<file path="src/rtl/core/crs_pkg.sv">
`timescale 1ns / 1ps

package crs_pkg;

    localparam int EnergyW    = 22;
    localparam int SumW       = 36;
    localparam int CountW     = 16;
    localparam int CatW       = 4;
    localparam int NumCats    = 10;
    localparam int NumThr     = 5;
    localparam int CfgIdxW    = 3;
    localparam int QueueDepth = 2;

    // Classes in priority-chain order; a class number is also the index of its
    // threshold register, and category = 2 * class + (minus side).
    typedef enum logic [CfgIdxW-1:0] {
        CLS_FWD_HAD = 3'd0,
        CLS_END_HAD = 3'd1,
        CLS_BAR_HAD = 3'd2,
        CLS_END_EM  = 3'd3,
        CLS_BAR_EM  = 3'd4
    } cls_e;

    // One classified tower as it travels from the front to the back.
    typedef struct packed {
        logic [NumCats-1:0]        hit;
        logic signed [EnergyW-1:0] energy;
        logic signed [EnergyW-1:0] transverse;
        logic                      last;
    } tower_word_t;

endpackage

</file>
<file path="src/rtl/core/crs_intf.sv">


interface crs_result_if;
    logic                               valid;
    logic                               ready;
    logic [crs_pkg::CatW-1:0]           category;
    logic [crs_pkg::CountW-1:0]         tower_count;
    logic signed [crs_pkg::SumW-1:0]    energy_sum;
    logic signed [crs_pkg::SumW-1:0]    transverse_sum;
    logic                               last_result;

    modport source (
        output valid, category, tower_count, energy_sum, transverse_sum, last_result,
        input  ready
    );
    modport sink (
        input  valid, category, tower_count, energy_sum, transverse_sum, last_result,
        output ready
    );
endinterface


</file>
<file path="src/rtl/core/crs_back.sv">
`timescale 1ns / 1ps

module crs_back (
    input  logic                  clk,
    input  logic                  rst_n,
    input  logic                  pop_valid,
    output logic                  pop_ready,
    input  crs_pkg::tower_word_t  pop_word,
    crs_result_if.source          result
);

    localparam int N    = crs_pkg::NumCats;
    localparam int RptW = $clog2(crs_pkg::NumCats + 1);

    function automatic logic signed [crs_pkg::SumW-1:0] sat_add(
        input logic signed [crs_pkg::SumW-1:0]    acc,
        input logic signed [crs_pkg::EnergyW-1:0] val
    );
        logic [crs_pkg::SumW:0] s;
        s = {acc[crs_pkg::SumW-1], acc}
          + {{(crs_pkg::SumW + 1 - crs_pkg::EnergyW){val[crs_pkg::EnergyW-1]}}, val};
        if (s[crs_pkg::SumW] != s[crs_pkg::SumW-1])
            return s[crs_pkg::SumW] ? {1'b1, {(crs_pkg::SumW-1){1'b0}}}
                                    : {1'b0, {(crs_pkg::SumW-1){1'b1}}};
        return s[crs_pkg::SumW-1:0];
    endfunction

    // One accumulator lane per category, plus a report buffer that shifts
    // toward its head, which drives the result word.
    logic [crs_pkg::CountW-1:0]      cnt_reg  [N];
    logic [crs_pkg::CountW-1:0]      cnt_next [N];
    logic signed [crs_pkg::SumW-1:0] esum_reg  [N];
    logic signed [crs_pkg::SumW-1:0] esum_next [N];
    logic signed [crs_pkg::SumW-1:0] tsum_reg  [N];
    logic signed [crs_pkg::SumW-1:0] tsum_next [N];

    logic [crs_pkg::CountW-1:0]      upd_cnt  [N];
    logic signed [crs_pkg::SumW-1:0] upd_esum [N];
    logic signed [crs_pkg::SumW-1:0] upd_tsum [N];

    logic [crs_pkg::CountW-1:0]      rpt_cnt_reg  [N];
    logic [crs_pkg::CountW-1:0]      rpt_cnt_next [N];
    logic signed [crs_pkg::SumW-1:0] rpt_esum_reg  [N];
    logic signed [crs_pkg::SumW-1:0] rpt_esum_next [N];
    logic signed [crs_pkg::SumW-1:0] rpt_tsum_reg  [N];
    logic signed [crs_pkg::SumW-1:0] rpt_tsum_next [N];
    logic [RptW-1:0]                 rpt_left_reg, rpt_left_next;

    logic rpt_free, pop, load, out_fire;

    // The report buffer can take a new event when it is empty or is handing
    // over its last word in this cycle.
    assign rpt_free  = (rpt_left_reg == '0)
                     || ((rpt_left_reg == RptW'(1)) && result.ready);
    assign pop_ready = !pop_word.last || rpt_free;
    assign pop       = pop_valid && pop_ready;
    assign load      = pop && pop_word.last;
    assign out_fire  = result.valid && result.ready;

    always_comb
    begin
        for (int k = 0; k < N; k++)
        begin
            upd_cnt[k]  = cnt_reg[k];
            upd_esum[k] = esum_reg[k];
            upd_tsum[k] = tsum_reg[k];
            if (pop_word.hit[k])
            begin
                upd_cnt[k]  = (&cnt_reg[k]) ? cnt_reg[k] : cnt_reg[k] + 1'b1;
                upd_esum[k] = sat_add(esum_reg[k], pop_word.energy);
                upd_tsum[k] = sat_add(tsum_reg[k], pop_word.transverse);
            end

            cnt_next[k]  = cnt_reg[k];
            esum_next[k] = esum_reg[k];
            tsum_next[k] = tsum_reg[k];
            if (load)
            begin
                cnt_next[k]  = '0;
                esum_next[k] = '0;
                tsum_next[k] = '0;
            end
            else if (pop)
            begin
                cnt_next[k]  = upd_cnt[k];
                esum_next[k] = upd_esum[k];
                tsum_next[k] = upd_tsum[k];
            end

            rpt_cnt_next[k]  = rpt_cnt_reg[k];
            rpt_esum_next[k] = rpt_esum_reg[k];
            rpt_tsum_next[k] = rpt_tsum_reg[k];
            if (load)
            begin
                rpt_cnt_next[k]  = upd_cnt[k];
                rpt_esum_next[k] = upd_esum[k];
                rpt_tsum_next[k] = upd_tsum[k];
            end
            else if (out_fire && (k < N - 1))
            begin
                rpt_cnt_next[k]  = rpt_cnt_reg[(k + 1) % N];
                rpt_esum_next[k] = rpt_esum_reg[(k + 1) % N];
                rpt_tsum_next[k] = rpt_tsum_reg[(k + 1) % N];
            end
        end

        rpt_left_next = rpt_left_reg;
        if (load)
            rpt_left_next = RptW'(N);
        else if (out_fire)
            rpt_left_next = rpt_left_reg - 1'b1;
    end

    always_ff @(posedge clk or negedge rst_n)
    begin
        if (!rst_n)
        begin
            for (int k = 0; k < N; k++)
            begin
                cnt_reg[k]  <= '0;
                esum_reg[k] <= '0;
                tsum_reg[k] <= '0;
            end
            rpt_left_reg <= '0;
        end
        else
        begin
            for (int k = 0; k < N; k++)
            begin
                cnt_reg[k]  <= cnt_next[k];
                esum_reg[k] <= esum_next[k];
                tsum_reg[k] <= tsum_next[k];
            end
            rpt_left_reg <= rpt_left_next;
        end
    end

    always_ff @(posedge clk)
    begin
        for (int k = 0; k < N; k++)
        begin
            rpt_cnt_reg[k]  <= rpt_cnt_next[k];
            rpt_esum_reg[k] <= rpt_esum_next[k];
            rpt_tsum_reg[k] <= rpt_tsum_next[k];
        end
    end

    assign result.valid          = (rpt_left_reg != '0);
    assign result.category       = crs_pkg::CatW'(N) - crs_pkg::CatW'(rpt_left_reg);
    assign result.tower_count    = rpt_cnt_reg[0];
    assign result.energy_sum     = rpt_esum_reg[0];
    assign result.transverse_sum = rpt_tsum_reg[0];
    assign result.last_result    = (rpt_left_reg == RptW'(1));

    a_load_when_free: assert property (@(posedge clk) disable iff (!rst_n)
        load |-> ((rpt_left_reg == '0) || ((rpt_left_reg == RptW'(1)) && out_fire)))
        else $error("report loaded while previous report still pending");

    a_report_starts_at_zero: assert property (@(posedge clk) disable iff (!rst_n)
        load |=> (result.valid && (result.category == '0)))
        else $error("report did not start with the first category");

    a_report_ends: assert property (@(posedge clk) disable iff (!rst_n)
        (out_fire && result.last_result && !load) |=> !result.valid)
        else $error("result still offered after the final word of a report");

    a_lanes_cleared: assert property (@(posedge clk) disable iff (!rst_n)
        load |=> ((cnt_reg[0] == '0) && (esum_reg[N-1] == '0)))
        else $error("accumulators not cleared after a report");

endmodule

</file>
<file path="src/flat_wrapper.sv">
// flat-port wrapper written by rule: the top's interface ports become plain ports
module crs_back_flat 
  (clk, rst_n, pop_valid, pop_ready, pop_word, result_valid, result_category, result_tower_count, result_energy_sum, result_transverse_sum, result_last_result, result_ready);
  crs_result_if result_i ();
  input  logic clk;
  input  logic rst_n;
  input  logic pop_valid;
  output logic pop_ready;
  input  crs_pkg::tower_word_t pop_word;
  output wire logic [$bits(result_i.valid)-1:0] result_valid;
  output wire logic [$bits(result_i.category)-1:0] result_category;
  output wire logic [$bits(result_i.tower_count)-1:0] result_tower_count;
  output wire logic [$bits(result_i.energy_sum)-1:0] result_energy_sum;
  output wire logic [$bits(result_i.transverse_sum)-1:0] result_transverse_sum;
  output wire logic [$bits(result_i.last_result)-1:0] result_last_result;
  input wire logic [$bits(result_i.ready)-1:0] result_ready;
  assign result_valid = result_i.valid;
  assign result_category = result_i.category;
  assign result_tower_count = result_i.tower_count;
  assign result_energy_sum = result_i.energy_sum;
  assign result_transverse_sum = result_i.transverse_sum;
  assign result_last_result = result_i.last_result;
  assign result_i.ready = result_ready;
  crs_back u_core (.clk(clk), .rst_n(rst_n), .pop_valid(pop_valid), .pop_ready(pop_ready), .pop_word(pop_word), .result(result_i));
endmodule
</file>
<file path="config.mk">
export PLATFORM = sky130hd
export DESIGN_NAME = crs_back_flat
export DESIGN_NICKNAME = d
export VERILOG_FILES = /design/src/rtl/core/crs_pkg.sv /design/src/rtl/core/crs_intf.sv /design/src/rtl/core/crs_back.sv /design/src/flat_wrapper.sv
export SDC_FILE = /design/constraint.sdc
export NUM_CORES = 2
export LEC_CHECK = 0
export BUFFER_PORTS_ARGS = -buffer_cell sky130_fd_sc_hd__buf_2
export CAP_MARGIN = 5
export CORE_ASPECT_RATIO = 2
export CORE_MARGIN = 2
export CORE_UTILIZATION = 40
export CTS_CLUSTER_SIZE = 12
export DETAILED_ROUTE_END_ITERATION = 8
export SYNTH_ARGS = -nofsm -noshare
export SYNTH_HDL_FRONTEND = slang
export SYNTH_SLANG_ARGS = --single-unit
</file>
<file path="constraint.sdc">
create_clock -name clk -period 30.3 [get_ports clk]
set_clock_uncertainty 0.15 [all_clocks]
set_input_delay 9.09 -clock clk [delete_from_list [all_inputs] [get_ports clk]]
set_output_delay 9.09 -clock clk [all_outputs]
set_load 0.02 [all_outputs]
</file>
==> run metrics <==
Slew Viols, Final=0; Synth async-reset ratio=50.1%; GR Overflow Total=0; WP data required=21.06 ns; CP Capture Type=output pin; Die H=776 µm; most frequent cells after synthesis=nand2_1 (1720), o21ai_0 (1710), a21oi_1 (1528), nor2_1 (1207), dfrtp_1 (884); HP Start=u_core.tsum_reg[261]; P_int=0.00728 W; setup TNS=0 ns; fill count=29500; synth top area cells=edfxtp_1 (22%), dfrtp_1 (19%), ha_1 (7.7%); CP Cell Sequence=buf_6 -> nand3_1 -> buf_2; CTS H-tree lvls=4; clock share of power=17.6%; Slew HR=18.5%; share of cells above drive strength 1=5.42%; Buf/Inv on CP=2; vias per cell=5.99; Reg power frac=29.3%; crit path DAT=10.12 ns; Power Total=0.0132 W; clock latency on the worst-skew pair=0.91 ns; crit path from=pop_word[0]; RR Startpoint=u_core.rpt_left_reg[1]; hold_ws=0.351 ns; Port Buf Inserts=153; Starting Density=40.2%; hpwl dp=312 mm; Sw Ratio=45.0%; Power Density=102 nW/µm²; Post-synth EDFFs=880; DR pass1 iterations=6; Cell Area, Synth=119000 µm²; synthesized net count=14700; I/O Pins=154; post-CTS sizing=0; post-synthesis sequential area ratio=40.7%; nets=14400; status=completed; Cell variety after synth=109; DIE AREA=303000 µm²; Vias=106000; CP max stage delay=0.38 ns; post-CTS setup buffers=0; NetSw=0.00595 W; initial drt markers=7193; CP Launch Type=input pin; YS warnings=0; Hold Fails Final Rpt=0; top-area cell type share of the netlist area=22.2%; GPL Wtd Cong=0.985; synthesized flop and latch total=1764; Die X=390 µm; Crit path max-delay family=buffers and inverters; gr usage total=27.7%; largest net degree at the start of global routing=206; Num Clock Sinks=1764; worst-case clock buffer depth=4; min cycle time layout=19.36 ns; Primary FF master, synth=dfrtp_1; Syn Inst Count=13900; vias in the first global route=108000; Detailed Route WL=432 mm; Reg clk slew, reported paths=0.05 ns; num rows=283; max_cap viols=0; final setup violating endpoints=0; TritonCTS buffer count=189; fmax=0.0516 GHz; number of remaining DRC errors=0; Root Driver=clkbuf_16; CTS tree=done; Hold Path Class=flip-flop to flip-flop; final period utilization=63.9%; dpl cell area=124000 µm²; maximum vdd drop=54.9 µV; footprint of the multi-input gates=66800 µm²; slew of the pin with the lowest slew margin=1.22 ns; unrepaired setup endpoints after global routing=no; WL per Instance=24.4 µm; fin area=130000 µm²; area leader, netlist=edfxtp_1; first-pass GRT wire length=646 mm; Area Overhead vs Synth=8.78%; most common cell in the netlist=nand2_1; Setup Crit Path Kind=input pin to output pin; FF/Latch Area=48500 µm²; initial antenna violation count=32; leakage=55.3 nW; slowest stage cell, crit path=nand3_1; Core Footprint=297000 µm²; crit-path max FO=48; hold bufs inserted after CTS=0; Routed Antenna Nets=0; Gate power share=53.0%; Syn Area/Cell=8.61 µm²
==> area by class of cell <==
| type | count | share of cell area (%) |
|---|---|---|
| diodes | 60 | 0.116 |
| clock buffers | 292 | 4.15 |
| repair buffers | 362 | 1.91 |
| clock inverters | 44 | 0.389 |
| flip-flops and latches | 1764 | 37.4 |
| well taps | 3847 | 3.71 |
| inverters | 272 | 0.793 |
| multi-input cells | 11000 | 51.5 |
==> layer usage <==
layer  vias to the layer above  routed length (µm)  GRT usage [%]
met4                        12               43500           24.7
met1                     51200              147000           26.8
met3                      1417               17400           3.11
li1                      50200                   -              -
met2                      3073              224000           51.5
met5                         -                  65              0
==> power by group through the flow <==
stage	combinational [W]	clock (W)	sequential (W)
after global routing	0.00774	0.00245	0.00395
after CTS	0.00694	0.00238	0.00386
after detailed placement	0.00690	0	0.00390
final	0.00702	0.00233	0.00388
after global placement	0.00686	0	0.00389
after floorplan	0.00509	0	0.00388
==> worst reg2reg max path, stage by stage, from the launching register on <==
cell and delay, ns:
dfrtp_1 0.43, inv_1 0.10, ha_1 0.13, nor3b_1 0.25, nand2_1 0.09, nand3_1 0.27, and2_4 0.55, nand2_4 0.46
nand2_4 0.54, buf_4 0.76, buf_4 0.69, buf_4 0.79, buf_4 0.71, buf_4 0.86, buf_4 0.80
==> kinds of logic after synthesis <==
logic type | share of synthesized area, %
xor gates and xnor gates | 5.38
buffers and inverters | 3.46
DFF | 40.7
adders and majority gates | 8.25
muxes | 0.309
AOI/OAI and AO/OA | 25.7
and+or+nand+nor | 16.1
==> through the flow <==
step / setup WS, ns / std cells / util, %
finish: 10.94 / 17700 / 43.7
global route: 10.88 / 17700 / 43.7
CTS: 10.93 / 17600 / 43.7
detailed placement: 10.93 / 17300 / 41.7
global placement: 10.95 / 17300 / 41.7
floorplan: 0.760 / 13900 / -
==> final timing paths <==
kind	to	slack (ns)	cells after the start
worst min-delay path	u_core.tsum_reg[261]	0.35	2
max in group asynchronous	u_core.tsum_reg[286]	17.95	6
worst min register to register	u_core.tsum_reg[261]	0.35	2
worst max-delay path	pop_ready	10.94	3
min in group asynchronous	u_core.tsum_reg[4]	8.08	1
worst max register to register	u_core.rpt_tsum_reg[1][9]	22.34	14
==> layout by cell type (no fill, tap or decap), types with 160 or more instances in the layout <==
| cell type | Yosys | layout |
|---|---|---|
| o21ai_0 | 1710 | 1709 |
| dfrtp_1 | 884 | 884 |
| ha_1 | 733 | 733 |
| nand3_1 | 240 | 240 |
| a21oi_1 | 1528 | 1528 |
| clkbuf_16 | 0 | 192 |
| inv_1 | 270 | 264 |
| a21o_1 | 461 | 461 |
| xnor2_1 | 485 | 485 |
| nand2_1 | 1720 | 1716 |
| and3_1 | 230 | 230 |
| o21ai_1 | 268 | 258 |
| xor2_1 | 247 | 247 |
| edfxtp_1 | 880 | 880 |
| buf_4 | 13 | 203 |
| o22ai_1 | 170 | 169 |
| nor2_1 | 1207 | 1200 |
| nand4_1 | 160 | 160 |
Note: power is estimated with default switching activity, not from simulation.
