## config.mk

```make
export PLATFORM = sky130hd
export DESIGN_NAME = crs_queue
export DESIGN_NICKNAME = d
export VERILOG_FILES = /design/src/rtl/core/crs_pkg.sv /design/src/rtl/core/crs_queue.sv
export SDC_FILE = /design/constraint.sdc
export NUM_CORES = 1
export LEC_CHECK = 0
export ABC_AREA = 1
export BUFFER_PORTS_ARGS = -buffer_cell sky130_fd_sc_hd__buf_4
export CORE_MARGIN = 2
export CORE_UTILIZATION = 39
export CTS_CLUSTER_SIZE = 10
export DETAILED_ROUTE_END_ITERATION = 10
export GPL_TIMING_DRIVEN = 0
export SETUP_SLACK_MARGIN = 0.3
export SYNTH_ARGS = -nofsm -noshare
export SYNTH_HDL_FRONTEND = slang
export SYNTH_SLANG_ARGS = --single-unit
export TNS_END_PERCENT = 10
```

## constraint.sdc

```tcl
create_clock -name clk -period 3.4 [get_ports clk]
set_input_delay 0.17 -clock clk [delete_from_list [all_inputs] [get_ports clk]]
set_output_delay 0.17 -clock clk [all_outputs]
set_load 0.03 [all_outputs]
```

## src/rtl/core/crs_pkg.sv

```systemverilog
`timescale 1ns / 1ps

package crs_pkg;

    localparam int EnergyW    = 22;
    localparam int SumW       = 36;
    localparam int CountW     = 16;
    localparam int CatW       = 4;
    localparam int NumCats    = 10;
    localparam int NumThr     = 5;
    localparam int CfgIdxW    = 3;
    localparam int QueueDepth = 2;

    // Classes in priority-chain order; a class number is also the index of its
    // threshold register, and category = 2 * class + (minus side).
    typedef enum logic [CfgIdxW-1:0] {
        CLS_FWD_HAD = 3'd0,
        CLS_END_HAD = 3'd1,
        CLS_BAR_HAD = 3'd2,
        CLS_END_EM  = 3'd3,
        CLS_BAR_EM  = 3'd4
    } cls_e;

    // One classified tower as it travels from the front to the back.
    typedef struct packed {
        logic [NumCats-1:0]        hit;
        logic signed [EnergyW-1:0] energy;
        logic signed [EnergyW-1:0] transverse;
        logic                      last;
    } tower_word_t;

endpackage

```

## src/rtl/core/crs_queue.sv

```systemverilog
`timescale 1ns / 1ps

module crs_queue #(
    parameter int DEPTH = crs_pkg::QueueDepth
) (
    input  logic                  clk,
    input  logic                  rst_n,
    input  logic                  push_valid,
    output logic                  push_ready,
    input  crs_pkg::tower_word_t  push_word,
    output logic                  pop_valid,
    input  logic                  pop_ready,
    output crs_pkg::tower_word_t  pop_word
);

    localparam int PtrW = $clog2(DEPTH);
    localparam int CntW = $clog2(DEPTH + 1);

    crs_pkg::tower_word_t mem_reg [DEPTH];
    logic [PtrW-1:0] wr_ptr_reg, wr_ptr_next;
    logic [PtrW-1:0] rd_ptr_reg, rd_ptr_next;
    logic [CntW-1:0] count_reg, count_next;
    logic            push, pop;

    assign push_ready = (count_reg != CntW'(DEPTH));
    assign pop_valid  = (count_reg != '0);
    assign push       = push_valid && push_ready;
    assign pop        = pop_valid && pop_ready;
    assign pop_word   = mem_reg[rd_ptr_reg];

    always_comb
    begin
        wr_ptr_next = wr_ptr_reg;
        rd_ptr_next = rd_ptr_reg;
        count_next  = count_reg;
        if (push)
            wr_ptr_next = (wr_ptr_reg == PtrW'(DEPTH - 1)) ? '0 : wr_ptr_reg + 1'b1;
        if (pop)
            rd_ptr_next = (rd_ptr_reg == PtrW'(DEPTH - 1)) ? '0 : rd_ptr_reg + 1'b1;
        if (push && !pop)
            count_next = count_reg + 1'b1;
        else if (pop && !push)
            count_next = count_reg - 1'b1;
    end

    always_ff @(posedge clk or negedge rst_n)
    begin
        if (!rst_n)
        begin
            wr_ptr_reg <= '0;
            rd_ptr_reg <= '0;
            count_reg  <= '0;
        end
        else
        begin
            wr_ptr_reg <= wr_ptr_next;
            rd_ptr_reg <= rd_ptr_next;
            count_reg  <= count_next;
        end
    end

    always_ff @(posedge clk)
    begin
        if (push)
            mem_reg[wr_ptr_reg] <= push_word;
    end

endmodule

```

==> out/results.txt, run 1 <==
share of cells above drive strength 1 - 0.310
fin crit share - 0.558
gpl congestion - 0.679
Overall Global Routing Usage - 0.150
class of the worst hold path - in2reg
Final setup viols - 0
netlist area before placement - 4260 µm²
max FFs per register - 110
Post-DP HPWL - 5.58 mm
DRT iter0 DRCs - 111
Yosys top cell by area - edfxtp_1
post-synth cell types - 14
Final Slew Violations - 0
RSZ-0062 raised after global routing - no
Reg2Reg Depth - 5
Tmin final - 1900 ps
hold endpoint - wr_ptr_reg
Area Growth Syn to Fin - 54.1%
CP endpoint kind - register
fillers - 826
gate count of the mapped netlist - 316
Post-Syn Area per Cell - 13.5 µm²
net count after synthesis - 376
clock-pin slew on the worst setup and hold paths - 60 ps
Fin. Hold Viols - 0
Detail Route Antenna Nets - 0
clk root buf - clkbuf_8
post-place setup slack - 1500 ps
final WL - 8.70 mm
Synth Register Bits - 114
worst-path maximum fanout - 21
number of global-route vias before repair - 2833
Die W - 108 µm
initial antenna violation count - 0
IO Pins - 116
Worst EP arrival - 2100 ps
global route overflow - 0
Clock Sinks - 114
crit path launch type - register
WP data required - 3600 ps
Die Footprint - 11800 µm²
routed len/inst - 13.1 µm
Hold Startpoint - push_valid
YS warnings - 0
cts bufs inserted - 17
first-pass GRT wire length - 13.2 mm
fin util - 0.610
DIE HEIGHT - 108 µm
status - finished clean
r2r startpoint - count_reg[0]
Max-cap violations - 0
Skew-Pair Late Insertion Delay - 500 ps
CTS tree - built
clock tree buffer depth - 2
Leak Pwr - 0.00281 µW
Final Power - 6140 µW
CP Class - reg2reg
count of input and output buffers - 115
Hold Path Stages - 3
peak supply drop - 0.491 mV
routed vias - 2881
H-tree Lvls - 4
setup ws final - 1500 ps
area share of the largest cell type after synthesis - 0.776
top cells by area, synth - edfxtp_1 78%, nand2_1 15%, dfrtp_1 2.4%
cts repair resizes - 0
CORE AREA - 10700 µm²
n_diodes - 0
number of nets in the layout - 572
max_slew headroom - 0.560
Max Freq - 527 MHz
Setup Skew - 5.65 ps
setup slack, reg-to-reg - 1500 ps
PD cells - 936 nW/µm²
largest net degree at the start of global routing - 22
Seq/Total Area, Yosys - 0.800
worst r2r dst - mem_reg[0][28]
Worst-Margin Slew - 659 ps
Site Rows - 38
vias per cell - 4.33
drt drc - 0
Starting Density - 0.396
router iterations before antenna repair - 4
## power by group
part           total, µW  internal (µW)  leakage [µW]  switching, µW
clock               1630           1030      0.000254            600
sequential          2000           1920       0.00107           82.0
combinational       2500            903       0.00148           1600
## metal layers
| layer | vias to the layer above | GRT usage | wire length (µm) |
|---|---|---|---|
| li1 | 1452 | - | - |
| met1 | 1324 | 0.175 | 3630 |
| met2 | 95 | 0.257 | 4380 |
| met3 | 10 | 0.0494 | 588 |
| met4 | 0 | 0.0586 | 106 |
| met5 | - | 0 | 0 |
## worst max-delay path: stages (launching register included)
cell,delay (ps)
dfrtp_1,400
inv_1,100
nand2_1,90
nand2_1,180
nor2_4,570
buf_16,250
## final cells by class
class | count | area, µm² | share of cell area
sequential | 114 | 3400 | 0.519
timing repair buffer | 177 | 1550 | 0.237
clock inverter | 14 | 140 | 0.0214
tap | 140 | 175 | 0.0267
buffer | 12 | 115 | 0.0176
multi-input combinational | 183 | 726 | 0.111
clock buffer | 18 | 418 | 0.0637
inverter | 7 | 26.3 | 0.00401
## what timing repair did
item / CTS / global route
buffers inserted: 0 / 0
hold buffers: 58 / 0
hold endpoints to repair: 115 / 0
## synthesized netlist by cell type
| master | count |
|---|---|
| nor2_1 | 2 |
| buf_4 | 2 |
| inv_1 | 6 |
| nand3_1 | 2 |
| xor2_1 | 1 |
| ha_1 | 1 |
| nand2_1 | 175 |
| buf_6 | 8 |
| inv_2 | 1 |
| buf_2 | 2 |
| dfrtp_1 | 4 |
| edfxtp_1 | 110 |
| nand4_1 | 1 |
| xnor2_1 | 1 |
## layout by cell type (no fill, tap or decap), types with 4 or more instances in the layout
cell           Yosys  final
buf_6              8      8
dlygate4sd3_1      0     58
inv_1              6      6
dfrtp_1            4      4
clkbuf_16          0     16
buf_4              2    117
edfxtp_1         110    110
clkinvlp_4         0      6
nand2_1          175    175
buf_16             0      4
## worst max-delay path by stage
stage            startpoint             end  slack (ps)  cells past startpoint
2_1_floorplan  count_reg[0]   mem_reg[0][0]        -230                      4
3_3_place_gp   count_reg[0]  mem_reg[1][27]       -1490                      4
3_5_place_dp   count_reg[0]  mem_reg[0][24]        1500                      5
4_1_cts        count_reg[0]  mem_reg[0][25]        1490                      5
5_1_grt        count_reg[0]  mem_reg[1][32]        1390                      5
6_report       count_reg[0]  mem_reg[0][28]        1500                      5
## cell families (layout without fill, tap and decap cells)
| family | count (synthesis) | count (layout) | synth area share |
|---|---|---|---|
| flip-flops | 114 | 114 | 0.800 |
| adder cells (fa/ha/maj) | 1 | 1 | 0.00294 |
| XOR/XNOR | 2 | 2 | 0.00412 |
| AND/OR/NAND/NOR | 180 | 180 | 0.160 |
| buffers and inverters | 19 | 228 | 0.0332 |
## per-stage QoR
| step | cells | cell area [µm²] | hold WS [ps] | TNS [ps] |
|---|---|---|---|---|
| 2_1_floorplan | 316 | 4260 | -126 | -25060 |
| 3_3_place_gp | 571 | 5290 | -29.3 | -162580 |
| 3_5_place_dp | 575 | 5420 | -28.5 | 0 |
| 4_1_cts | 665 | 6560 | 134 | 0 |
| 5_1_grt | 665 | 6560 | 152 | 0 |
| 6_report | 665 | 6560 | 158 | 0 |
No activity file was read; power rests on OpenSTA's default activity.
==> run 2, diff against run 1 <==
Clock period 3.4 ns to 1.65 ns, I/O delays scaled along.
==> out/results.txt, run 2 (synthesis results as in run 1) <==
Overall Global Routing Usage - 0.157 (was 0.150)
Max Freq - 613 MHz
routed len/inst - 13.4 µm (was 13.1 µm)
crit path launch type - register (unchanged)
Area Growth Syn to Fin - 61.2% (was 54.1%)
Setup Skew - 6.59 ps (was 5.65 ps)
count of input and output buffers - 115 (unchanged)
cts bufs inserted - 17 (unchanged)
class of the worst hold path - in2reg (unchanged)
routed vias - 2971 (was 2881)
r2r startpoint - count_reg[0] (unchanged)
router iterations before antenna repair - 4 (unchanged)
Skew-Pair Late Insertion Delay - 490 ps (was 500 ps)
max_slew headroom - 0.704 (was 0.560)
Fin. Hold Viols - 0 (unchanged)
fin crit share - 0.989
Starting Density - 0.396 (unchanged)
status - finished clean (unchanged)
fin util - 0.638 (was 0.610)
PD cells - 1950 nW/µm² (was 936 nW/µm²)
CORE AREA - 10700 µm² (unchanged)
clock tree buffer depth - 2 (unchanged)
Clock Sinks - 114 (unchanged)
Final Slew Violations - 0 (unchanged)
commonest cells after routing, fill and taps aside - 160 x nand2_1, 110 x edfxtp_1, 72 x buf_4 (was 175 x nand2_1, 117 x buf_4, 110 x edfxtp_1)
Tmin final - 1630 ps
CP endpoint kind - output pin (was register)
H-tree Lvls - 4 (unchanged)
CP Class - reg2out (was reg2reg)
Critical Path, Cell by Cell - inv_2, buf_12, buf_8, nand2_1, nand2_1, buf_6 (was inv_1, nand2_1, nand2_1, nor2_4, buf_16)
CTS tree - built (unchanged)
commonest non-fill, non-tap cell in the layout - nand2_1 (unchanged)
Final Power - 13300 µW (was 6140 µW)
Hold Startpoint - push_word[30] (was push_valid)
Leak Pwr - 0.00290 µW (was 0.00281 µW)
switching share of power - 0.371 (was 0.372)
share of cells above drive strength 1 - 0.352 (was 0.310)
clk root buf - clkbuf_8 (unchanged)
slowest stage delay, CP - 410 ps (was 570 ps)
first-pass GRT wire length - 13.7 mm (was 13.2 mm)
most frequent CP cell - nand2_1 (unchanged)
vias per cell - 4.43 (was 4.33)
share of total power in the clock network - 0.241 (was 0.266)
n_diodes - 0 (unchanged)
IO Pins - 116 (unchanged)
number of global-route vias before repair - 2932 (was 2833)
Die Footprint - 11800 µm² (unchanged)
initial antenna violation count - 0 (unchanged)
final WL - 8.99 mm (was 8.70 mm)
max FFs per register - 110 (unchanged)
Switch Pwr - 4950 µW (was 2280 µW)
WP data required - 1570 ps (was 3600 ps)
Max-cap violations - 0 (unchanged)
worst-path maximum fanout - 10 (was 21)
setup ws final - 17.4 ps (was 1500 ps)
Die W - 108 µm (unchanged)
Worst EP arrival - 1550 ps (was 2100 ps)
Post-DP HPWL - 5.54 mm (was 5.58 mm)
clock-pin slew on the worst setup and hold paths - 60 ps (about the same)
Int Pwr - 8390 µW (was 3860 µW)
gpl congestion - 0.658 (was 0.679)
Site Rows - 38 (unchanged)
Final setup viols - 0 (unchanged)
post-place setup slack - -284 ps (was 1500 ps)
RSZ-0062 raised after global routing - yes (was no)
Slowest-stage cell, CP - dfrtp_1 (was nor2_4)
Comb pwr share - 0.447 (was 0.407)
global route overflow - 0 (unchanged)
DIE HEIGHT - 108 µm (unchanged)
peak supply drop - 1.08 mV (was 0.491 mV)
largest net degree at the start of global routing - 30 (was 22)
DRT iter0 DRCs - 143 (was 111)
Sequential Power Share - 0.312 (was 0.326)
crit path launch - rd_ptr_reg (was count_reg[0])
drt drc - 0 (unchanged)
Worst-Margin Slew - 444 ps (was 659 ps)
Detail Route Antenna Nets - 0 (unchanged)
number of nets in the layout - 578 (was 572)
-- run 2: worst max-delay path, delay by kind of cell, from the launching register on --
family | cells | cell delay, ps
AND/OR/NAND/NOR | 2 | 140
flip-flops | 1 | 410
buffers and inverters | 4 | 500
-- run 2: final timing paths --
path	cells past startpoint	slack [ps]	endpoint
hold reg to reg	1	510	count_reg[0]
setup reg to reg	5	100	mem_reg[1][49]
setup / recovery	6	20	pop_word[10]
min in group asynchronous	3	510	rd_ptr_reg
hold / removal	2	310	mem_reg[0][30]
max in group asynchronous	3	930	count_reg[1]
-- run 2: layout make-up --
cell class | count | area [µm²]
inverter | 7 | 26.3
tap | 140 | 175
clock inverter | 14 | 115
multi-input combinational | 184 | 806
sequential | 114 | 3400
fill | 840 | 3890
clock buffer | 18 | 418
buffer | 12 | 158
timing repair buffer | 182 | 1760
-- run 2: layer usage --
layer	wire length, µm	vias up	track usage
li1	-	1469	-
met4	82	0	0.0577
met5	0	-	0
met2	4550	81	0.265
met1	3890	1412	0.186
met3	459	9	0.0518
-- run 2: power by group through the flow --
stage	clock network [µW]	registers [µW]	logic, µW
global route	3440	4210	6390
CTS	3270	4150	5800
floorplan	0	4170	3130
global placement	0	4200	4900
detailed placement	0	4190	5050
finish	3220	4160	5970
-- run 2: metrics by stage --
step	area [µm²]	TNS, ps	hold WS [ps]	std cells
after floorplan	4290	-26750	-213	316
after global placement	5320	-76650	-114	571
after detailed placement	5390	-9200	-113	574
after CTS	6750	-205	284	670
after global routing	6860	-2750	287	671
final	6860	0	311	671
-- run 2: timing repair --
item / 4_1_cts / 5_1_grt
hold buffers: 59 / 0
cloned: 2 / 0
buffers inserted: 3 / 1
setup endpoints to repair: 159 / 156
endpoints found under the hold margin: 116 / 0
pin swaps: 2 / 8
gates resized for setup: 52 / 26
==> run 3, diff against run 2 <==
Settings changed: ABC_AREA 1 to not set.
==> out/results.txt, run 3 <==
clock-pin slew on the worst setup and hold paths - 60 ps (about the same)
n_diodes - 0 (unchanged)
Max Freq - 571 MHz (was 613 MHz)
Detail Route Antenna Nets - 0 (unchanged)
failing checks - negative setup slack
Post-DP HPWL - 4.77 mm (was 5.54 mm)
setup ws final - -102 ps (was 17.4 ps)
PD cells - 1930 nW/µm² (was 1950 nW/µm²)
Clock Sinks - 114 (unchanged)
status - finished with violations (was finished clean)
routed vias - 2432 (was 2971)
Seq/Total Area, Yosys - 0.786 (was 0.800)
Total Neg Setup Slack - -6110 ps (was 0 ps)
drt drc - 0 (unchanged)
RSZ-0062 raised after global routing - yes (unchanged)
Critical Path, Cell by Cell - buf_12, buf_12, mux2_4, buf_6 (was inv_2, buf_12, buf_8, nand2_1, nand2_1, buf_6)
Fin. Hold Viols - 0 (unchanged)
Max-cap violations - 0 (unchanged)
DR WL met3 - 419 µm (was 459 µm)
netlist area before placement - 4330 µm² (was 4260 µm²)
Leak Pwr - 0.00276 µW (was 0.00290 µW)
router iterations before antenna repair - 4 (unchanged)
final std cells w/o fill - 540 (was 671)
most frequent CP cell - buf_12 (was nand2_1)
cell family with most CP delay - buffers and inverters (unchanged)
share of cells above drive strength 1 - 0.535 (was 0.352)
Overall Global Routing Usage - 0.138 (was 0.157)
area post-placement - 5440 µm² (was 5390 µm²)
first-pass GRT wire length - 12.1 mm (was 13.7 mm)
CP Class - reg2out (unchanged)
Worst-Margin Slew - 780 ps (was 444 ps)
IO Pins - 116 (unchanged)
most frequent cell after synthesis - edfxtp_1 (was nand2_1)
max FFs per register - 110 (unchanged)
DIE HEIGHT - 109 µm (was 108 µm)
largest net degree at the start of global routing - 56 (was 30)
cts bufs inserted - 17 (unchanged)
net count after synthesis - 249 (was 376)
commonest cells after routing, fill and taps aside - 110 x edfxtp_1, 72 x buf_4, 59 x dlygate4sd3_1 (was 160 x nand2_1, 110 x edfxtp_1, 72 x buf_4)
vias per cell - 4.50 (was 4.43)
routed len/inst - 14.6 µm (was 13.4 µm)
Starting Density - 0.399 (was 0.396)
CTS tree - built (unchanged)
WL met2 - 4.08 mm (was 4.55 mm)
placed cells - 446 (was 574)
YS warnings - 0 (unchanged)
Worst EP arrival - 1670 ps (was 1550 ps)
clk root buf - clkbuf_8 (unchanged)
gate count of the mapped netlist - 189 (was 316)
Final setup viols - 107 (was 0)
Slowest-stage cell, CP - dfrtp_1 (unchanged)
ys async rst share - 0.0351 (unchanged)
final WL - 7.88 mm (was 8.99 mm)
number of global-route vias before repair - 2569 (was 2932)
gpl congestion - 0.644 (was 0.658)
crit path launch type - register (unchanged)
DRT iter0 DRCs - 65 (was 143)
CP endpoint kind - output pin (unchanged)
Tmin final - 1750 ps (was 1630 ps)
Post-Syn Area per Cell - 22.9 µm² (was 13.5 µm²)
post-route cell area - 6890 µm² (was 6860 µm²)
class of the worst hold path - in2reg (unchanged)
Final Slew Violations - 0 (unchanged)
DR top layer - met4 (unchanged)
WP data required - 1570 ps (about the same)
number of nets in the layout - 447 (was 578)
area share of the largest cell type after synthesis - 0.763 (was 0.776)
global route overflow - 0 (unchanged)
crit path buf inv count - 3 (was 4)
Synth Register Bits - 114 (unchanged)
post-synth cell types - 15 (was 14)
Site Rows - 38 (unchanged)
top cells by area, synth - edfxtp_1 76%, mux2_4 14%, mux2_2 3.9% (was edfxtp_1 78%, nand2_1 15%, dfrtp_1 2.4%)
max_slew headroom - 0.480 (was 0.704)
fin crit share - 1.06 (was 0.989)
Die Footprint - 12000 µm² (was 11800 µm²)
H-tree Lvls - 4 (unchanged)
count of input and output buffers - 115 (unchanged)
Yosys top cell by area - edfxtp_1 (unchanged)
peak supply drop - 1.41 mV (was 1.08 mV)
Synth Flop Type - edfxtp_1 (unchanged)
slowest stage delay, CP - 400 ps (was 410 ps)
clock tree buffer depth - 2 (unchanged)
wl on met1 - 3.26 mm (was 3.89 mm)
Post-synth EDFFs - 110 (unchanged)
commonest non-fill, non-tap cell in the layout - edfxtp_1 (was nand2_1)
Die W - 109 µm (was 108 µm)
initial antenna violation count - 0 (unchanged)
CORE AREA - 10800 µm² (was 10700 µm²)
commonest cells in the netlist - 110 x edfxtp_1, 40 x mux2_4, 15 x mux2_2, 5 x buf_6, 4 x dfrtp_1 (was 175 x nand2_1, 110 x edfxtp_1, 8 x buf_6, 6 x inv_1, 4 x dfrtp_1)
Skew-Pair Late Insertion Delay - 500 ps (was 490 ps)
Area Growth Syn to Fin - 59.2% (was 61.2%)
worst-path maximum fanout - 10 (unchanged)
Setup Skew - 7.97 ps (was 6.59 ps)
-- run 3: cell types whose count changed after synthesis, sizes merged, moves of 2 or more --
cell   change
nand3      -2
inv        -6
buf        -6
xnor2      +2
mux2      +55
nand2    -173
-- run 3: worst register-to-register path: stages, from the launching register on --
cell	delay (ps)
dfrtp_1	400
nand2b_4	180
and3_4	700
-- run 3: metal layers --
layer / up-vias / global-route usage
met2: 78 / 0.231
met5: - / 0
met4: 0 / 0.0759
li1: 1141 / -
met3: 8 / 0.0368
met1: 1205 / 0.161
-- run 3: cell families (layout without fill, tap and decap cells) --
logic type	after synthesis	count (layout)	share of synthesized area
buffers and inverters	7	218	0.0150
DFF	114	114	0.786
adders and majority gates	1	1	0.00289
and+or+nand+nor	7	7	0.00781
muxes	55	55	0.178
xor gates and xnor gates	5	5	0.0101
-- run 3: repair_timing --
item	CTS	global route
resized for setup	59	0
pin swaps	4	0
hold endpoints to repair	116	0
setup endpoints to repair	168	169
buffers inserted	0	3
hold buffers	59	0
-- run 3: power breakdown --
part           internal [µW]  leakage [µW]  total, µW  switching, µW
Combinational           2650       0.00139       5380           2730
Sequential              3970       0.00107       4150            184
Clock                   2570      0.000300       3750           1170
Total                   9200       0.00276      13300           4090
-- run 3: per-stage QoR --
stage,hold WS [ps],total power (µW),utilization,setup slack (ps)
global placement,-116,8830,0.497,-757
floorplan,-213,7400,-,-267
detailed placement,-114,8940,0.502,-75.0
CTS,279,13400,0.634,-137
global route,291,13900,0.636,-152
finish,307,13300,0.636,-102
-- run 3: path summary, 6_finish.rpt --
check	start	end	slack [ps]	cells past startpoint
min in group asynchronous	rst_n	count_reg[0]	500	3
max	rd_ptr_reg	pop_word[14]	-100	4
max in group asynchronous	rst_n	count_reg[1]	970	3
min reg2reg	count_reg[0]	count_reg[0]	540	1
max reg2reg	count_reg[0]	mem_reg[1][12]	-50	2
min	push_word[30]	mem_reg[1][30]	310	2
-- run 3: area by class of cell --
| class | count | area, µm² |
|---|---|---|
| well taps | 140 | 175 |
| clock inverters | 13 | 190 |
| repair buffers | 179 | 1700 |
| clock buffers | 19 | 422 |
| plain buffers | 6 | 108 |
| inverters | 1 | 3.75 |
| fillers | 783 | 3950 |
| multi-input cells | 68 | 890 |
| flip-flops and latches | 114 | 3400 |
