--- config.mk ---
export PLATFORM = sky130hd
export DESIGN_NAME = crs_front_flat
export DESIGN_NICKNAME = d
export VERILOG_FILES = /design/src/rtl/core/crs_pkg.sv /design/src/rtl/core/crs_intf.sv /design/src/rtl/core/crs_front.sv /design/src/flat_wrapper.sv
export SDC_FILE = /design/constraint.sdc
export NUM_CORES = 1
export LEC_CHECK = 0
export BUFFER_PORTS_ARGS = -buffer_cell sky130_fd_sc_hd__buf_2
export CAP_MARGIN = 10
export CORE_ASPECT_RATIO = 0.75
export CORE_UTILIZATION = 45
export CTS_CLUSTER_SIZE = 40
export DETAILED_ROUTE_END_ITERATION = 8
export PLACE_DENSITY = 0.65
export SLEW_MARGIN = 0
export SYNTH_ARGS = -nofsm -noshare
export SYNTH_HDL_FRONTEND = slang
export SYNTH_SLANG_ARGS = --single-unit
--- constraint.sdc ---
create_clock -name clk -period 5.8 [get_ports clk]
set_clock_uncertainty 0.05 [all_clocks]
set_input_delay 1.16 -clock clk [delete_from_list [all_inputs] [get_ports clk]]
set_output_delay 1.16 -clock clk [all_outputs]
set_load 0.02 [all_outputs]
--- src/rtl/core/crs_pkg.sv ---
`timescale 1ns / 1ps

package crs_pkg;

    localparam int EnergyW    = 22;
    localparam int SumW       = 36;
    localparam int CountW     = 16;
    localparam int CatW       = 4;
    localparam int NumCats    = 10;
    localparam int NumThr     = 5;
    localparam int CfgIdxW    = 3;
    localparam int QueueDepth = 2;

    // Classes in priority-chain order; a class number is also the index of its
    // threshold register, and category = 2 * class + (minus side).
    typedef enum logic [CfgIdxW-1:0] {
        CLS_FWD_HAD = 3'd0,
        CLS_END_HAD = 3'd1,
        CLS_BAR_HAD = 3'd2,
        CLS_END_EM  = 3'd3,
        CLS_BAR_EM  = 3'd4
    } cls_e;

    // One classified tower as it travels from the front to the back.
    typedef struct packed {
        logic [NumCats-1:0]        hit;
        logic signed [EnergyW-1:0] energy;
        logic signed [EnergyW-1:0] transverse;
        logic                      last;
    } tower_word_t;

endpackage

--- src/rtl/core/crs_intf.sv ---
`timescale 1ns / 1ps

interface crs_tower_if;
    logic                                valid;
    logic                                ready;
    logic                                has_forward_hadron;
    logic                                has_endcap_hadron;
    logic                                has_barrel_hadron;
    logic                                has_endcap_em;
    logic                                has_barrel_em;
    logic                                plus_side;
    logic signed [crs_pkg::EnergyW-1:0]  tower_energy;
    logic signed [crs_pkg::EnergyW-1:0]  tower_transverse;
    logic                                last_tower;

    modport source (
        output valid, has_forward_hadron, has_endcap_hadron, has_barrel_hadron,
               has_endcap_em, has_barrel_em, plus_side, tower_energy,
               tower_transverse, last_tower,
        input  ready
    );
    modport sink (
        input  valid, has_forward_hadron, has_endcap_hadron, has_barrel_hadron,
               has_endcap_em, has_barrel_em, plus_side, tower_energy,
               tower_transverse, last_tower,
        output ready
    );
endinterface


interface crs_cfg_if;
    logic                               valid;
    logic                               ready;
    logic [crs_pkg::CfgIdxW-1:0]        index;
    logic [crs_pkg::EnergyW-1:0]        data;

    modport source (output valid, index, data, input ready);
    modport sink (input valid, index, data, output ready);
endinterface

--- src/rtl/core/crs_front.sv ---
`timescale 1ns / 1ps

module crs_front (
    input  logic                  clk,
    input  logic                  rst_n,
    crs_tower_if.sink             tower,
    crs_cfg_if.sink               cfg,
    output logic                  push_valid,
    input  logic                  push_ready,
    output crs_pkg::tower_word_t  push_word
);

    logic signed [crs_pkg::EnergyW-1:0] thr_reg [crs_pkg::NumThr];

    logic                had_sel;
    crs_pkg::cls_e       had_cls;
    logic                em_sel;
    crs_pkg::cls_e       em_cls;
    logic [crs_pkg::NumCats-1:0] hit;

    assign cfg.ready = 1'b1;

    always_ff @(posedge clk or negedge rst_n)
    begin
        if (!rst_n)
        begin
            for (int i = 0; i < crs_pkg::NumThr; i++)
            begin
                thr_reg[i] <= '0;
            end
        end
        else if (cfg.valid)
        begin
            unique case (cfg.index)
                crs_pkg::CLS_FWD_HAD: thr_reg[crs_pkg::CLS_FWD_HAD] <= cfg.data;
                crs_pkg::CLS_END_HAD: thr_reg[crs_pkg::CLS_END_HAD] <= cfg.data;
                crs_pkg::CLS_BAR_HAD: thr_reg[crs_pkg::CLS_BAR_HAD] <= cfg.data;
                crs_pkg::CLS_END_EM:  thr_reg[crs_pkg::CLS_END_EM]  <= cfg.data;
                crs_pkg::CLS_BAR_EM:  thr_reg[crs_pkg::CLS_BAR_EM]  <= cfg.data;
                default: ;
            endcase
        end
    end

    // Hadronic and electromagnetic priority chains. A tower may feed one class
    // of each kind.
    always_comb
    begin
        had_sel = 1'b1;
        had_cls = crs_pkg::CLS_FWD_HAD;
        priority if (tower.has_forward_hadron && !tower.has_endcap_hadron)
            had_cls = crs_pkg::CLS_FWD_HAD;
        else if (tower.has_endcap_hadron && !tower.has_forward_hadron
                 && !tower.has_barrel_hadron)
            had_cls = crs_pkg::CLS_END_HAD;
        else if (tower.has_barrel_hadron && !tower.has_endcap_hadron)
            had_cls = crs_pkg::CLS_BAR_HAD;
        else
            had_sel = 1'b0;

        em_sel = 1'b1;
        em_cls = crs_pkg::CLS_END_EM;
        priority if (tower.has_endcap_em && !tower.has_barrel_em)
            em_cls = crs_pkg::CLS_END_EM;
        else if (tower.has_barrel_em && !tower.has_endcap_em)
            em_cls = crs_pkg::CLS_BAR_EM;
        else
            em_sel = 1'b0;

        hit = '0;
        if (had_sel && (tower.tower_energy >= thr_reg[had_cls]))
            hit[{had_cls, ~tower.plus_side}] = 1'b1;
        if (em_sel && (tower.tower_energy >= thr_reg[em_cls]))
            hit[{em_cls, ~tower.plus_side}] = 1'b1;
    end

    assign tower.ready           = push_ready;
    assign push_valid            = tower.valid;
    assign push_word.hit         = hit;
    assign push_word.energy      = tower.tower_energy;
    assign push_word.transverse  = tower.tower_transverse;
    assign push_word.last        = tower.last_tower;

endmodule

--- src/flat_wrapper.sv ---
// flat-port wrapper written by rule: the top's interface ports become plain ports
module crs_front_flat 
  (clk, rst_n, push_valid, push_ready, push_word, tower_valid, tower_has_forward_hadron, tower_has_endcap_hadron, tower_has_barrel_hadron, tower_has_endcap_em, tower_has_barrel_em, tower_plus_side, tower_tower_energy, tower_tower_transverse, tower_last_tower, tower_ready, cfg_valid, cfg_index, cfg_data, cfg_ready);
  crs_tower_if tower_i ();
  crs_cfg_if cfg_i ();
  input  logic clk;
  input  logic rst_n;
  output logic push_valid;
  input  logic push_ready;
  output crs_pkg::tower_word_t push_word;
  input wire logic [$bits(tower_i.valid)-1:0] tower_valid;
  input wire logic [$bits(tower_i.has_forward_hadron)-1:0] tower_has_forward_hadron;
  input wire logic [$bits(tower_i.has_endcap_hadron)-1:0] tower_has_endcap_hadron;
  input wire logic [$bits(tower_i.has_barrel_hadron)-1:0] tower_has_barrel_hadron;
  input wire logic [$bits(tower_i.has_endcap_em)-1:0] tower_has_endcap_em;
  input wire logic [$bits(tower_i.has_barrel_em)-1:0] tower_has_barrel_em;
  input wire logic [$bits(tower_i.plus_side)-1:0] tower_plus_side;
  input wire logic [$bits(tower_i.tower_energy)-1:0] tower_tower_energy;
  input wire logic [$bits(tower_i.tower_transverse)-1:0] tower_tower_transverse;
  input wire logic [$bits(tower_i.last_tower)-1:0] tower_last_tower;
  output wire logic [$bits(tower_i.ready)-1:0] tower_ready;
  input wire logic [$bits(cfg_i.valid)-1:0] cfg_valid;
  input wire logic [$bits(cfg_i.index)-1:0] cfg_index;
  input wire logic [$bits(cfg_i.data)-1:0] cfg_data;
  output wire logic [$bits(cfg_i.ready)-1:0] cfg_ready;
  assign tower_i.valid = tower_valid;
  assign tower_i.has_forward_hadron = tower_has_forward_hadron;
  assign tower_i.has_endcap_hadron = tower_has_endcap_hadron;
  assign tower_i.has_barrel_hadron = tower_has_barrel_hadron;
  assign tower_i.has_endcap_em = tower_has_endcap_em;
  assign tower_i.has_barrel_em = tower_has_barrel_em;
  assign tower_i.plus_side = tower_plus_side;
  assign tower_i.tower_energy = tower_tower_energy;
  assign tower_i.tower_transverse = tower_tower_transverse;
  assign tower_i.last_tower = tower_last_tower;
  assign tower_ready = tower_i.ready;
  assign cfg_i.valid = cfg_valid;
  assign cfg_i.index = cfg_index;
  assign cfg_i.data = cfg_data;
  assign cfg_ready = cfg_i.ready;
  crs_front u_core (.clk(clk), .rst_n(rst_n), .tower(tower_i), .cfg(cfg_i), .push_valid(push_valid), .push_ready(push_ready), .push_word(push_word));
endmodule
==> flow_summary.ini, run 1 <==
[outcome]
status = finished, final reports clean

[timing]
worst_pin_slew_ps = 825
fmax_mhz = 181
drv_slew = 0
holdWs_ps = 456
timing.final.ws_setup_ps = 267
finalHoldViolCount = 0
grt_setup_unrepaired = false
finalCritPeriodShare = 0.954
min_period_ps = 5530
setup_viol = 0
final.setup.tns_ps = 0
slew_headroom = 0.450

[routing]
first_pass_iters = 5
vias = 4381
wl_um = 15300
drt-initial-drc-count = 179
drc = 0
routed_via_density = 5.77
drt-wirelength-per-cell_um = 20.1
ant_nets = 0

[place]
gp_congestion = 0.814
pre_cts_slack_ps = 237
portBuffers = 87
dp_hpwl_um = 10600

[floorplan]
die-height_um = 105
die_area_sq_um = 14700
die-width_um = 140
core_area_sq_um = 13800
initial_core_util = 0.463
fp-row-count = 37
pin_count = 139

[synth]
synth-simple-area-share = 0.0578
synth-seq-cells = 110
synth_edf_count = 0
synth-compound-area-share = 0.114
synth-seq-area-share = 0.431
synth.mux.area_fraction = 0.231
synth_cell_types = 43
synth_xor_area_frac = 0
netlist_instances = 540
ys.flop_type = dfrtp_1
synthAdderAreaFrac = 0.0901
synth_fp_nets = 667
synthArstFlopShare = 1.00
syn_area_per_cell_sq_um = 11.8
yosys_warnings = 0
synth_area_sq_um = 6380
synth_top_family_by_area = multiplexers

[clock_tree]
tritoncts = yes
cts-resized-gates = 0
hold_buffers = 0
clockBufferDepth = 2
clock-root-buffer = clkbuf_16
cts_inserted_buffers = 9
cts_setup_buffers = 0
cts_num_sinks = 110
clock_latency_ps = 350
clk_pin_slew_ps = 70
cts_htree_levels = 3

[pwr]
power_density_nw_per_um2 = 315
p_leak_nw = 3.14
ir_drop_mv = 0.145
power_w = 0.00221

[global_route]
grt_util_all_layers = 0.219
antenna_found_initial = 0
grt_pass1_wl_um = 24600
grt_pass1_vias = 4571
grt_start_max_net_pins = 66
grt-ovfl-total = 0

[final_layout]
drive_gt1_frac = 0.443
largest_reg_flops = 110
num-nets-final = 706
fill_cells = 1281
synthToLayoutAreaGrowth_pct = 9.80
multi_input_area_sq_um = 3170
antenna_cells = 0
seqCellArea_sq_um = 2750
layout_common_cells = 131 x mux2_2, 110 x dfrtp_1, 86 x buf_2
final_common_cell = mux2_2

[critical_path]
cp-start-kind = input port
required_ps = 4590
cp.arrival_ps = 4320
r2r_slack_ps = 4960
criticalPathCategory = input port to primary output
r2r_cells = 1
cp-end-kind = primary output
crit_fanout = 27

[min_path]
hp-class = flip-flop to flip-flop
whs_path_depth = 1

[flow_run]
cap_viol_max_count = 0
per-layer routing:
| metal | up-vias | global-route usage | share of wire |
|---|---|---|---|
| met3 | 28 | 0.0435 | 0.063 |
| li1 | 2031 | - | - |
| met4 | 0 | 0.0832 | 0.018 |
| met5 | - | 0 | 0 |
| met2 | 132 | 0.350 | 0.46 |
| met1 | 2190 | 0.294 | 0.46 |
where the power goes:
group | total (W) | internal, W | switching, W
logic | 0.000591 | 0.000308 | 0.000283
clock network | 0.000590 | 0.000305 | 0.000285
registers | 0.00103 | 0.000936 | 0.0000939
cell usage after synthesis, types with 2 or more instances:
cell / number / area [sq um]
or3_1: 2 / 12.5
nor2b_1: 2 / 12.5
buf_1: 5 / 18.8
o21ai_1: 5 / 25.0
or3b_2: 2 / 17.5
o22ai_1: 2 / 12.5
a21oi_1: 39 / 195
nand2b_1: 3 / 18.8
a21o_1: 2 / 15.0
clkbuf_1: 21 / 78.8
mux2_2: 131 / 1480
or4_1: 2 / 15.0
ha_1: 46 / 576
a22o_1: 21 / 184
a22oi_1: 21 / 158
and3b_1: 2 / 17.5
nand3_1: 5 / 25.0
nor3_1: 4 / 20.0
and4_1: 5 / 43.8
nor3b_1: 4 / 30.0
inv_1: 6 / 22.5
nand2_1: 15 / 56.3
dfrtp_1: 110 / 2750
nand4_1: 5 / 31.3
buf_4: 48 / 360
nor2_1: 11 / 41.3
o21ai_0: 5 / 25.0
metrics by stage:
stage / std cells / instance area, sq um / util
global placement: 743 / 6730 / 0.488
detailed placement: 743 / 6730 / 0.488
CTS: 759 / 7010 / 0.508
finish: 759 / 7010 / 0.508
floorplan: 540 / 6380 / -
global route: 759 / 7010 / 0.508
worst paths after layout:
kind                                      from                   to
hold reg to reg              u_core.thr_reg[4]    u_core.thr_reg[4]
min in group asynchronous                rst_n   u_core.thr_reg[45]
setup reg to reg           u_core.thr_reg[103]  u_core.thr_reg[103]
max in group asynchronous                rst_n   u_core.thr_reg[99]
hold / removal               u_core.thr_reg[4]    u_core.thr_reg[4]
setup / recovery           tower_has_endcap_em        push_word[54]
worst max-delay path, stage by stage:
cell and delay, ps:
buf_2 100, inv_1 60, ha_1 210, buf_12 220, mux2_2 360, a22oi_1 160
ha_1 190, nand4_1 150, or4_1 560, or4_1 510, o21ai_2 140, a211oi_2 90
nor3b_1 210, buf_2 190
logic make-up (layout without fill, tap and decap cells):
kind of cell,count (synthesis),count (layout)
adders and majority gates,46,46
AOI/OAI and AO/OA,106,106
muxes,131,131
other,1,1
DFF,110,110
buffers and inverters,80,124
and+or+nand+nor,66,66
layout make-up:
| class | instances | share of cell area |
|---|---|---|
| multi-input cells | 350 | 0.452 |
| well taps | 175 | 0.0312 |
| clock inverters | 6 | 0.00643 |
| flip-flops and latches | 110 | 0.393 |
| repair buffers | 102 | 0.0803 |
| clock buffers | 10 | 0.0341 |
| inverters | 6 | 0.00321 |
No activity file was read; power rests on OpenSTA's default activity.
==> inputs of run 2 (changes only) <==
--- a/config.mk
+++ b/config.mk
@@ -5,6 +5,7 @@
 export SDC_FILE = /design/constraint.sdc
 export NUM_CORES = 1
 export LEC_CHECK = 0
+export ABC_AREA = 1
 export BUFFER_PORTS_ARGS = -buffer_cell sky130_fd_sc_hd__buf_2
 export CAP_MARGIN = 10
 export CORE_ASPECT_RATIO = 0.75
==> run 2 against run 1 <==
Synthesized cell count is 50% higher. Via count increased by 20%. Area after synthesis rose by 2.5%. Core utilization up 0.45 points. Global-route usage up 0.51 points. Non-clock buffer count decreased by 3. Critical path depth rose by 4. Die area up 2.4%. Register-to-register slack better by 80 ps. Sequential share of layout area is 0.73 points lower. Power up 1.1%. Sequential power is essentially flat.
==> flow_summary.ini, run 2 <==
[timing]
fmax_mhz = 198
finalCritPeriodShare = 0.870
worst_pin_slew_ps = 924
final.setup.tns_ps = 0
drv_slew = 0
slew_headroom = 0.384
grt_setup_unrepaired = false
finalHoldViolCount = 0
setup_viol = 0
min_period_ps = 5050

[min_path]
whs_endpoint = u_core.thr_reg[28]
hold_start = u_core.thr_reg[28]
hp-class = flip-flop to flip-flop
whs_path_depth = 2

[critical_path]
crit_family = simple AND/OR/NAND/NOR gates
cp-end-kind = primary output
critPathMaxStageDelay_ps = 390
cp-start-kind = input port
r2r_cells = 2
r2r_slack_ps = 5040
worstPathCellList = buf_2 > inv_1 > ha_1 > buf_4 > inv_2 > nand2_1 > o21ai_0 > a22oi_1 > ha_1 > nand2_1 > nor2_2 > nand2_1 > nor3_2 > nand4_1 > nand3_2 > nand2_2 > nor2_1 > buf_2
rr_endpoint = u_core.thr_reg[10]
crit_fanout = 28
cp.depth = 18
worst-path-buf-inv = 5
crit_top_cell = nand2_1
cp_slowest_cell = inv_2
r2r_start = u_core.thr_reg[10]
cp.arrival_ps = 3840
criticalPathCategory = input port to primary output
required_ps = 4590

[floorplan]
fp-row-count = 37
core_area_sq_um = 13900
pin_count = 139
die_area_sq_um = 15000
die-height_um = 106
die-width_um = 141
initial_core_util = 0.470

[synth]
synthArstFlopShare = 1.00
synth_fp_nets = 935
synth_area_sq_um = 6540
netlist_top_cells_area = dfrtp_1 42%, nand2_1 12%, o21ai_0 9.6%, ha_1 8.8%, buf_4 5.9%
yosys-top-cells-count = 204 x nand2_1, 125 x o21ai_0, 110 x dfrtp_1
synth-seq-area-share = 0.421
synth_edf_count = 0
yosys_warnings = 0
netlist_instances = 808
ys.flop_type = dfrtp_1
syn_area_per_cell_sq_um = 8.10
synth-seq-cells = 110
synth_top_cell_by_area = dfrtp_1
synth_cell_types = 27
netlist.area_leader.share = 0.421
synth.most_common_cell = nand2_1

[routing]
routed_via_density = 5.07
drt-wirelength-per-cell_um = 15.3
wl_um = 15800
drc = 0
ant_nets = 0
drt-initial-drc-count = 374
first_pass_iters = 5
vias = 5249

[place]
gp_congestion = 0.830
portBuffers = 87
dp_hpwl_um = 10900
placedInstanceArea_sq_um = 6810

[final_layout]
layout_common_cells = 204 x nand2_1, 125 x o21ai_0, 110 x dfrtp_1
multi_input_area_sq_um = 2970
largest_reg_flops = 110
final_area_sq_um = 7140
final_common_cell = nand2_1
num-nets-final = 962
synthToLayoutAreaGrowth_pct = 9.16
fill_cells = 1407
drive_gt1_frac = 0.177
seqCellArea_sq_um = 2750
antenna_cells = 0

[pwr]
ir_drop_mv = 0.164
p_leak_nw = 3.70
power_density_nw_per_um2 = 313

[clock_tree]
hold_buffers = 0
tritoncts = yes
cts_num_sinks = 110
clock-root-buffer = clkbuf_16
cts-resized-gates = 0
cts_inserted_buffers = 9
cts_setup_buffers = 0
clk_pin_slew_ps = 80
clock_latency_ps = 360
clockBufferDepth = 2
cts_htree_levels = 3

[global_route]
grt_start_max_net_pins = 73
antenna_found_initial = 0
grt_pass1_vias = 4896
grt-ovfl-total = 0
grt_pass1_wl_um = 25900
grt_util_all_layers = 0.224

[flow_run]
cap_viol_max_count = 0

[outcome]
status = finished, final reports clean
==> run 2: changes by cell type after synthesis, sizes merged, moves of 12 or more <==
cell | before | now
mux2 | 131 | 0
o21ai | 11 | 125
a21oi | 39 | 20
a22o | 21 | 0
a221oi | 1 | 20
nand3 | 5 | 17
nor2 | 11 | 59
inv | 6 | 85
nand2 | 15 | 209
==> run 2: worst max-delay path by stage <==
stage | slack (ps) | to | from
global placement | 700 | push_word[53] | tower_has_endcap_em
CTS | 720 | push_word[54] | tower_has_endcap_em
finish | 750 | push_word[53] | tower_has_endcap_em
global route | 350 | push_word[51] | tower_has_endcap_em
floorplan | 1300 | push_word[51] | tower_has_endcap_em
detailed placement | 740 | push_word[54] | tower_has_endcap_em
==> run 2: metal layers <==
metal	global-route usage	vias to the layer above	wire length, um
met4	0.0543	0	159
met2	0.323	140	6450
met1	0.344	2437	8380
met5	0	-	0
li1	-	2659	-
met3	0.0392	13	831
==> run 2: per-stage QoR <==
stage	utilization	setup WS [ps]	power (W)	cells	hold WS (ps)
after floorplan	-	1300	0.00142	808	398
after global placement	0.489	704	0.00154	1019	415
after detailed placement	0.489	736	0.00155	1019	424
after CTS	0.513	717	0.00225	1035	441
after global routing	0.513	355	0.00238	1035	455
final	0.513	752	0.00223	1035	437
==> run 2: layout make-up <==
| class | count | area share |
|---|---|---|
| multi-input cells | 530 | 0.416 |
| inverters | 85 | 0.0447 |
| clock buffers | 9 | 0.0315 |
| clock inverters | 7 | 0.0147 |
| flip-flops and latches | 110 | 0.385 |
| repair buffers | 99 | 0.0739 |
| well taps | 195 | 0.0342 |
==> run 2: kinds of logic after synthesis <==
logic type	count (synthesis)	synth area share
simple gates	293	0.181
buf+inv	168	0.127
compound gates	190	0.183
flops	110	0.421
other cells	1	0.000573
fa+ha+maj	46	0.0880
==> run 2: report_power, final <==
group          internal [W]  leakage, nW  switching [W]
Sequential         0.000910         1.38      0.0000891
Combinational      0.000214         2.16       0.000330
Clock              0.000385        0.158       0.000307
Total               0.00151         3.70       0.000726
==> run 2: worst register-to-register path, stage by stage (launching register included) <==
cell and delay [ps]:
dfrtp_1 400, nand2_1 70, o21ai_0 100
==> inputs of run 3 (changes only) <==
--- a/config.mk
+++ b/config.mk
@@ -9,10 +9,10 @@
 export BUFFER_PORTS_ARGS = -buffer_cell sky130_fd_sc_hd__buf_2
 export CAP_MARGIN = 10
 export CORE_ASPECT_RATIO = 0.75
-export CORE_UTILIZATION = 45
+export CORE_UTILIZATION = 55
 export CTS_CLUSTER_SIZE = 40
 export DETAILED_ROUTE_END_ITERATION = 8
-export PLACE_DENSITY = 0.65
+export PLACE_DENSITY = 0.77
 export SLEW_MARGIN = 0
 export SYNTH_ARGS = -nofsm -noshare
 export SYNTH_HDL_FRONTEND = slang
==> run 3 against run 2 <==
Setup slack lost 150 ps. Critical path depth shrank 1. Core utilization is 9.7 points higher. Worst hold slack barely moved. Combinational power is 1% lower. Power down 2.6%. Sequential cell count unchanged. Global-route usage increased by 4.3 points. Cell area shrank 1.2%. Maximum frequency decreased by 3.0%. Critical endpoint is now push_word[51]. Highest routed layer unchanged.
==> flow_summary.ini, run 3 (same netlist as run 2, synthesis figures left out) <==
[outcome]
status = finished, final reports clean

[timing]
drv_slew = 0
worst_pin_slew_ps = 990
finalCritPeriodShare = 0.897
final.setup.tns_ps = 0
min_period_ps = 5200
setup_viol = 0
finalHoldViolCount = 0
holdWs_ps = 437
slew_headroom = 0.340
grt_setup_unrepaired = false
fmax_mhz = 192

[critical_path]
cp.arrival_ps = 3990
cp.depth = 17
r2r_start = u_core.thr_reg[37]
cp_slowest_cell = inv_1
worstPathCellList = buf_2 > inv_1 > ha_1 > buf_4 > nand2_1 > inv_1 > a22oi_1 > ha_1 > nand2_1 > nor2_2 > nand2_1 > nor3_2 > nand4_1 > nand3_2 > nand2_2 > nor2_1 > buf_2
crit_family = buffers and inverters
worstSetupStartpoint = tower_has_endcap_em
crit_top_cell = nand2_1
required_ps = 4590
critPathMaxStageDelay_ps = 560
crit_fanout = 22
r2r_cells = 2
worst-path-buf-inv = 5
criticalPathCategory = input port to primary output
r2r_slack_ps = 5050
cp-end-kind = primary output
cp-start-kind = input port
rr_endpoint = u_core.thr_reg[37]
endpoint = push_word[51]

[clock_tree]
hold_buffers = 0
tritoncts = yes
cts-resized-gates = 0
clk_pin_slew_ps = 70
clock-root-buffer = clkbuf_16
cts_htree_levels = 3
clockBufferDepth = 2
cts_num_sinks = 110
cts_inserted_buffers = 9
clock_latency_ps = 350
cts_setup_buffers = 0

[routing]
drt-initial-drc-count = 353
drc = 0
routed_via_density = 5.31
drt-wirelength-per-cell_um = 15.1
ant_nets = 0
first_pass_iters = 5
vias = 5306
wl_um = 15100

[floorplan]
fp-row-count = 34
die-width_um = 128
core_area_sq_um = 11600
initial_core_util = 0.566
die_area_sq_um = 12300
die-height_um = 96.5
pin_count = 139

[pwr]
power_density_nw_per_um2 = 308
p_leak_nw = 3.67
ir_drop_mv = 0.194

[final_layout]
largest_reg_flops = 110
final_common_cell = nand2_1
drive_gt1_frac = 0.174
num-nets-final = 960
antenna_cells = 0
synthToLayoutAreaGrowth_pct = 7.86
layout_common_cells = 204 x nand2_1, 125 x o21ai_0, 110 x dfrtp_1
final_cells = 1000

[place]
dp.cells = 984
portBuffers = 87
gp_congestion = 0.817
dp_hpwl_um = 10300

[global_route]
grt_util_all_layers = 0.267
grt_pass1_wl_um = 25200
antenna_found_initial = 0
grt_start_max_net_pins = 80
grt_pass1_vias = 4994
grt-ovfl-total = 0

[min_path]
hp-class = flip-flop to flip-flop

[flow_run]
cap_viol_max_count = 0
run 3: changes by cell type in the layout (fill, tap and decap cells not counted), sizes merged:
| cell | change |
|---|---|
| bufinv | -1 |
| inv | -2 |
| clkinvlp | +1 |
| clkbuf | +2 |
| buf | -2 |
run 3: per-stage QoR:
| step | util | cell area, sq um | setup slack (ps) | power [W] |
|---|---|---|---|---|
| 5_1_grt | 0.610 | 7060 | 278 | 0.00232 |
| 6_report | 0.610 | 7060 | 599 | 0.00218 |
| 2_1_floorplan | - | 6540 | 1300 | 0.00142 |
| 3_3_place_gp | 0.584 | 6760 | 674 | 0.00153 |
| 3_5_place_dp | 0.584 | 6760 | 584 | 0.00155 |
| 4_1_cts | 0.610 | 7060 | 573 | 0.00218 |
run 3: cell type report:
cell class / instances / area [sq um]
fillers: 1086 / 4510
multi-input cells: 530 / 2970
flip-flops and latches: 110 / 2750
repair buffers: 97 / 513
inverters: 85 / 319
clock buffers: 11 / 243
well taps: 162 / 203
clock inverters: 5 / 58.8
run 3: metal layers:
layer / wire length (um) / vias up / track usage / part of all wire
met2: 6440 / 157 / 0.410 / 0.43
li1: - / 2656 / - / -
met3: 832 / 22 / 0.0446 / 0.055
met5: 0 / - / 0 / 0
met1: 7690 / 2471 / 0.394 / 0.51
met4: 154 / 0 / 0.0647 / 0.010
run 3: worst min path at each step:
stage,start,endpoint,cells past startpoint,slack (ps)
floorplan,u_core.thr_reg[22],u_core.thr_reg[22],2,400
CTS,u_core.thr_reg[22],u_core.thr_reg[22],2,440
global placement,u_core.thr_reg[22],u_core.thr_reg[22],2,410
finish,u_core.thr_reg[106],u_core.thr_reg[106],2,440
detailed placement,u_core.thr_reg[22],u_core.thr_reg[22],2,420
global route,u_core.thr_reg[96],u_core.thr_reg[96],2,460
run 3: tightest hold or removal path, cell delays in order (launching register included):
cell	delay [ps]
dfrtp_1	350
nand2_1	50
o21ai_0	60
run 3: where the power goes:
part / switching (W) / internal [W] / leakage [nW]
Combinational: 0.000324 / 0.000214 / 2.14
Sequential: 0.0000885 / 0.000910 / 1.38
Clock: 0.000291 / 0.000347 / 0.142
Total: 0.000704 / 0.00147 / 3.67
